[config.mk]
export PLATFORM = sky130hd
export DESIGN_NAME = channel_end_token_receive_buffer
export DESIGN_NICKNAME = d
export VERILOG_FILES = /design/src/rtl/core/cetrb_pkg.sv /design/src/rtl/core/cetrb_core.sv /design/src/rtl/core/channel_end_token_receive_buffer.sv
export SDC_FILE = /design/constraint.sdc
export NUM_CORES = 1
export LEC_CHECK = 0
export CELL_PAD_IN_SITES_DETAIL_PLACEMENT = 0
export CELL_PAD_IN_SITES_GLOBAL_PLACEMENT = 1
export CORE_MARGIN = 8
export CORE_UTILIZATION = 42
export DETAILED_ROUTE_END_ITERATION = 7
export DONT_BUFFER_PORTS = 1
export GPL_TIMING_DRIVEN = 0
export PLACE_DENSITY = 0.68
export SYNTH_ARGS = -nofsm -noshare
export SYNTH_HDL_FRONTEND = slang
export SYNTH_HIERARCHICAL = 1
export SYNTH_SLANG_ARGS = --single-unit
[constraint.sdc]
create_clock -name clk -period 7.39 [get_ports clk]
set_input_delay 0.739 -clock clk [delete_from_list [all_inputs] [get_ports clk]]
set_output_delay 0.739 -clock clk [all_outputs]
set_load 0.05 [all_outputs]
[src/rtl/core/cetrb_pkg.sv]
// ----------------------------------------------------------------------------
// cetrb_pkg
// Shared types and constants for the channel end token receive buffer.
// ----------------------------------------------------------------------------
package cetrb_pkg;

  localparam int BUFFER_DEPTH = 8;
  localparam int CNT_W        = $clog2(BUFFER_DEPTH + 1);
  localparam int IDX_W        = $clog2(BUFFER_DEPTH);
  localparam int WORD_TOKENS  = 4;
  localparam int FREE_W       = 4;
  localparam int TOKEN_W      = 9;  // bit 8 marks a control token
  localparam int CFG_INDEX_W  = 8;

  localparam logic [CFG_INDEX_W-1:0] CFG_END_TOKEN   = 8'd0;
  localparam logic [CFG_INDEX_W-1:0] CFG_PAUSE_TOKEN = 8'd1;

  localparam logic [7:0] END_TOKEN_RESET   = 8'd1;
  localparam logic [7:0] PAUSE_TOKEN_RESET = 8'd2;

  typedef enum logic [3:0] {
    ACT_RX_DATA    = 4'd0,
    ACT_RX_CTRL    = 4'd1,
    ACT_RX_WORD    = 4'd2,
    ACT_IN_WORD    = 4'd3,
    ACT_IN_TOKEN   = 4'd4,
    ACT_IN_CTRL    = 4'd5,
    ACT_CHECK_CTRL = 4'd6,
    ACT_TEST_CTRL  = 4'd7,
    ACT_TEST_WORD  = 4'd8
  } act_t;

  typedef enum logic [1:0] {
    ST_OK      = 2'd0,
    ST_BLOCK   = 2'd1,
    ST_ILLEGAL = 2'd2,
    ST_FULL    = 2'd3
  } status_t;

  typedef struct packed {
    logic [3:0]  action;
    logic [7:0]  token_value;
    logic [31:0] word_value;
  } item_t;

  typedef struct packed {
    status_t     status;
    logic [31:0] read_data;
    logic        front_is_control;
    logic [2:0]  ct_position;
    logic        wake_reader;
    logic [FREE_W-1:0] free_space;
  } result_t;

endpackage

[src/rtl/core/cetrb_core.sv]
// ----------------------------------------------------------------------------
// cetrb_core
// Token queue with the head kept at entry 0, reader wait state, and the
// combinational decode of one registered item into its result.
// ----------------------------------------------------------------------------
module cetrb_core (
  input  logic                clk,
  input  logic                rst,
  input  logic                step,
  input  cetrb_pkg::item_t    item,
  input  logic [7:0]          pause_code,
  output cetrb_pkg::result_t  res
);

  localparam int DEPTH = cetrb_pkg::BUFFER_DEPTH;
  localparam int CNT_W = cetrb_pkg::CNT_W;
  localparam int IDX_W = cetrb_pkg::IDX_W;
  localparam int TW    = cetrb_pkg::TOKEN_W;
  localparam int WT    = cetrb_pkg::WORD_TOKENS;

  logic [TW-1:0]    q      [DEPTH];
  logic [TW-1:0]    q_next [DEPTH];
  logic [CNT_W-1:0] cnt, cnt_next;
  logic             waiting, waiting_next;
  logic             wait_word, wait_word_next;

  cetrb_pkg::act_t  act;
  logic [CNT_W-1:0] free_now;
  logic [2:0]       ct_pos;
  logic             head_ct;
  logic             pushed;

  assign act      = cetrb_pkg::act_t'(item.action);
  assign free_now = CNT_W'(DEPTH) - cnt;
  assign head_ct  = q[0][8];

  // first control token among the first four held
  always_comb begin
    ct_pos = 3'd0;
    for (int i = WT - 1; i >= 0; i--) begin
      if ((CNT_W'(i) < cnt) && q[i][8]) ct_pos = 3'(i + 1);
    end
  end

  always_comb begin
    for (int i = 0; i < DEPTH; i++) q_next[i] = q[i];
    cnt_next       = cnt;
    waiting_next   = waiting;
    wait_word_next = wait_word;
    pushed         = 1'b0;
    res            = '0;
    res.status     = cetrb_pkg::ST_OK;

    case (act)
      cetrb_pkg::ACT_RX_DATA, cetrb_pkg::ACT_RX_CTRL: begin
        if (cnt == CNT_W'(DEPTH)) begin
          res.status = cetrb_pkg::ST_FULL;
        end else if (!(act == cetrb_pkg::ACT_RX_CTRL && item.token_value == pause_code)) begin
          q_next[cnt[IDX_W-1:0]] = {(act == cetrb_pkg::ACT_RX_CTRL), item.token_value};
          cnt_next = cnt + CNT_W'(1);
          pushed   = 1'b1;
        end
      end
      cetrb_pkg::ACT_RX_WORD: begin
        if (free_now < CNT_W'(WT)) begin
          res.status = cetrb_pkg::ST_FULL;
        end else begin
          for (int k = 0; k < WT; k++) begin
            q_next[IDX_W'(cnt + CNT_W'(k))] = {1'b0, item.word_value[8*(WT-1-k) +: 8]};
          end
          cnt_next = cnt + CNT_W'(WT);
          pushed   = 1'b1;
        end
      end
      cetrb_pkg::ACT_IN_WORD, cetrb_pkg::ACT_TEST_WORD: begin
        if (ct_pos == 3'd0 && cnt < CNT_W'(WT)) begin
          res.status     = cetrb_pkg::ST_BLOCK;
          waiting_next   = 1'b1;
          wait_word_next = 1'b1;
        end else if (act == cetrb_pkg::ACT_TEST_WORD) begin
          res.ct_position = ct_pos;
        end else if (ct_pos != 3'd0) begin
          res.status = cetrb_pkg::ST_ILLEGAL;
        end else begin
          res.read_data = {q[0][7:0], q[1][7:0], q[2][7:0], q[3][7:0]};
          for (int i = 0; i < DEPTH; i++) begin
            if (i + WT < DEPTH) q_next[i] = q[(i + WT) % DEPTH];
          end
          cnt_next = cnt - CNT_W'(WT);
        end
      end
      cetrb_pkg::ACT_IN_TOKEN, cetrb_pkg::ACT_IN_CTRL,
      cetrb_pkg::ACT_CHECK_CTRL, cetrb_pkg::ACT_TEST_CTRL: begin
        if (cnt == '0) begin
          res.status     = cetrb_pkg::ST_BLOCK;
          waiting_next   = 1'b1;
          wait_word_next = 1'b0;
        end else if (act == cetrb_pkg::ACT_TEST_CTRL) begin
          res.front_is_control = head_ct;
        end else if ((act == cetrb_pkg::ACT_IN_TOKEN && head_ct) ||
                     (act != cetrb_pkg::ACT_IN_TOKEN && !head_ct) ||
                     (act == cetrb_pkg::ACT_CHECK_CTRL && q[0][7:0] != item.token_value)) begin
          res.status = cetrb_pkg::ST_ILLEGAL;
        end else begin
          if (act != cetrb_pkg::ACT_CHECK_CTRL) res.read_data = {24'd0, q[0][7:0]};
          for (int i = 0; i < DEPTH; i++) begin
            if (i + 1 < DEPTH) q_next[i] = q[(i + 1) % DEPTH];
          end
          cnt_next = cnt - CNT_W'(1);
        end
      end
      default: begin
      end
    endcase

    if (pushed && waiting && (!wait_word || cnt_next >= CNT_W'(WT))) begin
      waiting_next    = 1'b0;
      res.wake_reader = 1'b1;
    end

    res.free_space = cetrb_pkg::FREE_W'(CNT_W'(DEPTH) - cnt_next);
  end

  always_ff @(posedge clk) begin
    if (rst) begin
      cnt       <= '0;
      waiting   <= 1'b0;
      wait_word <= 1'b0;
    end else if (step) begin
      cnt       <= cnt_next;
      waiting   <= waiting_next;
      wait_word <= wait_word_next;
    end
  end

  always_ff @(posedge clk) begin
    if (step) begin
      for (int i = 0; i < DEPTH; i++) q[i] <= q_next[i];
    end
  end

endmodule

[src/rtl/core/channel_end_token_receive_buffer.sv]
// ----------------------------------------------------------------------------
// channel_end_token_receive_buffer
// Receive-side token FIFO of a channel end with data, control and word
// access, would-block tracking and reader wake-up.
// ----------------------------------------------------------------------------
// Throughput: one item per cycle while the result channel is not stalled.
// Path: input register, one decode, result register.
// Reset (rst, synchronous): empty queue, no waiting reader, pause code 2,
// both stages empty. Token storage is not cleared.
// ----------------------------------------------------------------------------
module channel_end_token_receive_buffer (
  input  logic        clk,
  input  logic        rst,
  input  logic        s_tvalid,
  output logic        s_tready,
  input  logic [39:0] s_tdata,   // token_value[7:0], word_value[39:8]
  input  logic [3:0]  s_tuser,   // action[3:0]
  output logic        m_tvalid,
  input  logic        m_tready,
  output logic [47:0] m_tdata,   // read_data[31:0], front_is_control[32],
                                 // ct_position[35:33], wake_reader[36],
                                 // free_space[40:37], zero[47:41]
  output logic [1:0]  m_tuser,   // status[1:0]
  input  logic        cfg_valid,
  output logic        cfg_ready,
  input  logic [7:0]  cfg_index,
  input  logic [7:0]  cfg_data
);

  cetrb_pkg::item_t   item;
  cetrb_pkg::result_t res;
  logic               in_full;
  logic               adv;
  logic [7:0]         pause_code;

  assign adv       = in_full && (!m_tvalid || m_tready);
  assign s_tready  = !in_full || adv;
  assign cfg_ready = 1'b1;

  // end token code needs no register: end tokens are stored as any control token
  always_ff @(posedge clk) begin
    if (rst) begin
      in_full    <= 1'b0;
      m_tvalid   <= 1'b0;
      pause_code <= cetrb_pkg::PAUSE_TOKEN_RESET;
    end else begin
      if (s_tvalid && s_tready) in_full <= 1'b1;
      else if (adv)             in_full <= 1'b0;
      if (adv)           m_tvalid <= 1'b1;
      else if (m_tready) m_tvalid <= 1'b0;
      if (cfg_valid && cfg_index == cetrb_pkg::CFG_PAUSE_TOKEN) pause_code <= cfg_data;
    end
  end

  always_ff @(posedge clk) begin
    if (s_tvalid && s_tready) begin
      item.action      <= s_tuser;
      item.token_value <= s_tdata[7:0];
      item.word_value  <= s_tdata[39:8];
    end
    if (adv) begin
      m_tuser <= res.status;
      m_tdata <= {7'd0, res.free_space, res.wake_reader, res.ct_position,
                  res.front_is_control, res.read_data};
    end
  end

  cetrb_core u_core (
    .clk        (clk),
    .rst        (rst),
    .step       (adv),
    .item       (item),
    .pause_code (pause_code),
    .res        (res)
  );

endmodule

## Word-level counts from Yosys, hierarchy flattened

Memories as Yosys holds them, arrays and structs flattened.
Index checks and enable logic that the tools add are counted.

| storage, ports and cells | value |
|---|---|
| flip-flop bits (word level) | 103 |
| bits in latches | 0 |
| memory bits (writable) | 72 |
| ROM bits | 0 |
| input bits | 65 |
| logic and storage cells | 177 |
| memories | 1 |

Memories:

| name | depth | bits a word | read ports | clocked after memory_dff | write ports | line | RTL |
|---|---|---|---|---|---|---|---|
| u_core.q | 8 | 9 | 8 | 0 | 8 | cetrb_core.sv:21 | `logic [TW-1:0] q [DEPTH];` |

| operators by class | value |
|---|---|
| add/subtract/negate cells | 8 |
| multiply operators | 0 |
| divide/modulo/power cells | 0 |
| magnitude comparators | 15 |
| eq/ne operators | 18 |
| shift-type cells | 0 |
| mux-type cells | 72 |
| bitwise operators | 8 |
| reduce and logical (&&, ||, !) cells | 42 |

Operators with widths:

| cell | count |
|---|---|
| bitwise mux 72 bit | 5 |
| 2-to-1 mux 72 bit | 3 |
| 2-to-1 mux 63 bit | 3 |
| case mux 36 bit (4 select lines) | 1 |
| demux 9 bit (select 3 bit) | 4 |
| 2-to-1 mux 36 bit | 3 |
| 2-to-1 mux 32 bit | 3 |
| case mux 27 bit (3 select lines) | 1 |
| 2-to-1 mux 34 bit | 2 |
| case mux 32 bit (2 select lines) | 1 |
| 2-to-1 mux 4 bit | 9 |
| 2-to-1 mux 9 bit | 4 |
| 2-to-1 mux 33 bit | 1 |
| logical AND 1 bit | 18 |
| case mux 9 bit (2 select lines) | 1 |
| equality test 4 x 3 -> 1 bit, second input constant | 4 |
| greater-or-equal comparator 4 bit, second input constant | 4 |
| < comparator 4 x 1 -> 1 bit, second input constant | 4 |
| NOT 3 -> 4 bit | 4 |
| case mux 4 bit (4 select lines) | 1 |
| 2-to-1 mux 1 bit | 15 |
| 2-to-1 mux 2 bit | 6 |
| 2-to-1 mux 3 bit | 4 |
| equality test 4 x 2 -> 1 bit, second input constant | 2 |
| other kinds (32) | 60 |

## Logic depth before layout (Yosys ltp)

| depth | value |
|---|---|
| depth after elaboration | 16 |
| gate-level depth with buffers | 13 |
| depth with buffers taken out | 10 |

## Cells and area by module

The synthesis kept the hierarchy.

By module, submodules not included:

| module | instances | cells each | area an instance (sq um) |
|---|---|---|---|
| cetrb_core | 1 | 954 | 7428.4 |
| channel_end_token_receive_buffer | 1 | 144 | 3131.8 |

## Worst setup path before layout

No wires, ideal clock.

| timing | value |
|---|---|
| path kind | input to register |
| start point | input m_tready |
| end point | memory u_core/q[1][18] (netlist bit) (enable) |
| library setup time | 0.381 ns |
| arrival | 3.989 ns |
| data required time | 7.009 ns |
| path slack | 3.020 ns |
| stages on the path | 5 |
| path buffers | 0 |
| cell sequence | nor2b_1 nor2b_1 and4b_1 o21ai_0 a31oi_1 |

RTL lines:

| item | line | RTL |
|---|---|---|
| from (decl) | channel_end_token_receive_buffer.sv:19 | `input logic m_tready,` |
| to (decl) | cetrb_core.sv:21 |  |

==> out/results.txt <==
I/O pins -> 118
Synthesized area -> 0.0106 mm2
Setup CP Type -> reg -> reg
Pre-CTS setup slack -> 3.10 ns
Syn-to-layout area delta -> 10.3%
Detail Route Antenna Nets -> 0
Remaining Overflow, GRT -> 0
Post-DP Area -> 0.0111 mm2
Clock Tree Buf Depth -> 2
WL/cell -> 28.7 um
Mapped Cells -> 1098
VDD IR max -> 0.119 mV
Initial antenna violation count -> 0
Rows -> 58
Clock transition at path regs -> 0.07 ns
FF-to-FF path depth -> 10
Worst hold margin -> 0.358 ns
Slew Viols, Final -> 0
Port Buf Inserts -> 0
Startpoint types -> flop
Crit path cell chain -> buf_2 > inv_1 > ha_1 > clkbuf_1 > xor2_1 > a41oi_1 > nor2b_1 > and4b_1 > o21ai_0 > a31oi_1
Slew margin rel. -> 2.05%
Iteration-0 DRC Markers -> 2025
Endpoints failing setup -> 0
Share of flip-flops with an asynchronous set or reset -> 0%
Starting Density -> 42.3%
Worst hold path class -> in -> reg
Skew-Pair Late Insertion Delay -> 0.44 ns
Sequential fraction of the synthesis area -> 48.2%
Pleak -> 3.91 nW
Setup Fix Bufs, Post-CTS -> 0
Power Density -> 219 mW/mm2
RSZ-0062 raised after global routing -> false
EDFF count, synth -> 159
Synth area leader -> edfxtp_1
DIE WIDTH -> 175 um
Crit path arrival time -> 4.53 ns
XOR/XNOR Fraction of Synth Area -> 2.22%
Minimum clock period -> 4.48 ns
Setup total negative slack -> 0 ns
Finished Cell Area -> 0.0117 mm2
Tcrit/Tclk final -> 60.7%
Hold path depth -> 1
Failing checks -> DRC
Die height -> 175 um
Hold Buf Count CTS -> 0
TritonCTS clock tree -> yes
Synth Area in Adders -> 0.711%
Worst-Margin Slew -> 1.46 ns
TritonCTS buffer count -> 17
Post-route worst setup slack -> 2.91 ns
Core Region -> 0.0250 mm2
# DRC -> 2
Syn_area_per_cell -> 9.62 um2
Compound-Gate Fraction of Synth Area -> 23.6%
Ant. Diodes -> 0
First-pass GRT wire length -> 62000 um
Overall routed net length -> 42200 um
Post-DP HPWL -> 30100 um
Largest net degree at the start of global routing -> 38
Cts repair resizes -> 0
Number of iterations in the first detailed-routing pass -> 8
Final Hold Viols -> 0
Post-layout util -> 46.7%
Slowest-stage cell, CP -> a31oi_1
H-tree Lvls -> 4
Routability cong. -> 0.951
Max FO, Critical Path -> 10
Vias per cell -> 6.68
Critical Path Max Stage Delay -> 1.16 ns
Combinational family with the most area after synthesis -> compound AO/OA/AOI/OAI gates
Syn. warnings -> 6
Clock Sink Count -> 175
Crit path capture type -> flop
Max-Cap Viols -> 0
Maximum clock frequency -> 0.223 GHz
Post-synth top area share -> 45.2%
Vias -> 9804
Mux cell area share after synthesis -> 3.22%
Post-synthesis simple-gate area fraction -> 16.6%
Share of cells above drive strength 1 -> 8.35%
Status -> finished, violations left
Vias in the first global route -> 9505
Die area -> 0.0305 mm2
Clock skew -> 0.0157 ns
Gr usage total -> 27.1%
Nets@finish -> 1196
Post-synth cell types -> 72
Yosys reg bits -> 175
Critical path data required time -> 7.43 ns
Root Driver -> clkbuf_16
Top cells by area, synth -> edfxtp_1 45%, nand2_1 5.5%, o21ai_0 5.2%
Most used DFF post-synth -> edfxtp_1
layer usage:
layer,routed length (um),vias to the layer above,track usage (%)
li1,-,4210,-
met1,17400,4693,37.9
met2,17800,787,39.4
met3,5440,114,6.10
met4,1620,0,12.2
met5,0,-,0
area by class of cell:
cell class / instances / area, um2
Clock inverter: 13 / 144
Buffer: 111 / 514
Sequential cell: 175 / 5090
Clock buffer: 19 / 443
Tap cell: 330 / 413
Inverter: 12 / 45.0
Timing Repair Buffer: 2 / 40.0
Multi-Input combinational cell: 806 / 4960
Fill cell: 2440 / 13300
cell usage after synthesis, drive strengths merged, types with 3 or more instances:
library cell,number
buf,52
a311o,7
nand4,4
a21boi,8
a31oi,4
o221ai,3
ha,6
a22oi,26
nor2,104
nand3,14
a221o,3
nand2b,20
nor4,6
o21ai,113
xor2,15
a311oi,24
nor3,13
clkbuf,59
a221oi,13
nor2b,6
xnor2,10
dfxtp,16
nand2,156
or3,3
a211oi,28
a21oi,67
edfxtp,159
a222oi,43
and2,28
a22o,8
mux2i,34
inv,11
cells in the final DEF, fill, tap and decap left out, drive strengths merged, types with 6 or more instances in the layout:
cell,n
buf,54
xnor2,10
clkbuf,78
nand2,156
conb,8
nor3,13
a211oi,28
ha,6
inv,17
nand3,14
a222oi,43
a221oi,13
a21boi,8
a311o,7
mux2i,34
nor2,104
a21oi,67
a311oi,24
xor2,15
nand2b,20
and2,28
o21ai,113
nor4,6
dfxtp,16
a22o,8
nor2b,6
edfxtp,159
clkinv,8
a22oi,26
flip-flops by register name, summed over array words and instances, names as in the netlist:
signal            cells
u_core/waiting        1
m_tuser               2
u_core/wait_word      1
u_core/q             72
pause_code            8
in_full               1
u_core/cnt            4
item                 44
m_tdata              41
m_tvalid              1
stage by stage:
stage,instances,power (mW)
floorplan,1104,1.50
finish,1468,2.55
global placement,1434,1.64
detailed placement,1436,1.65
global route,1468,2.64
CTS,1468,2.55
power by group:
group          internal, mW  total, mW  switching [mW]  leakage [nW]
sequential             1.12       1.18          0.0595          1.63
clock                 0.461      0.907           0.446         0.287
combinational         0.145      0.464           0.320          1.99
total                  1.73       2.55           0.825          3.91
path summary, 6_finish.rpt:
check / startpoint / endpoint / slack [ns]
hold reg to reg: pause_code[7] / pause_code[7] / 0.49
setup reg to reg: u_core/cnt[0] / u_core/q[1][23] / 2.91
hold / removal: rst / u_core/waiting / 0.36
setup / recovery: u_core/cnt[0] / u_core/q[1][23] / 2.91
worst max-delay path: cells and delay by family, from the launching register on:
kind | cells | cell delay (ns)
AO/OA/AOI/OAI | 3 | 1.98
buffers and inverters | 3 | 0.75
AND/OR/NAND/NOR | 2 | 0.44
flip-flops | 1 | 0.33
XOR/XNOR | 1 | 0.33
adder cells (fa/ha/maj) | 1 | 0.26
cells by family (layout without fill, tap and decap cells):
family	count (synthesis)	in the layout
simple gates	372	372
compound gates	361	361
flops	175	175
buf+inv	123	157
mux	34	34
xor+xnor	25	25
fa+ha+maj	6	6
other cells	2	8
Note: power is estimated with default switching activity, not from simulation.
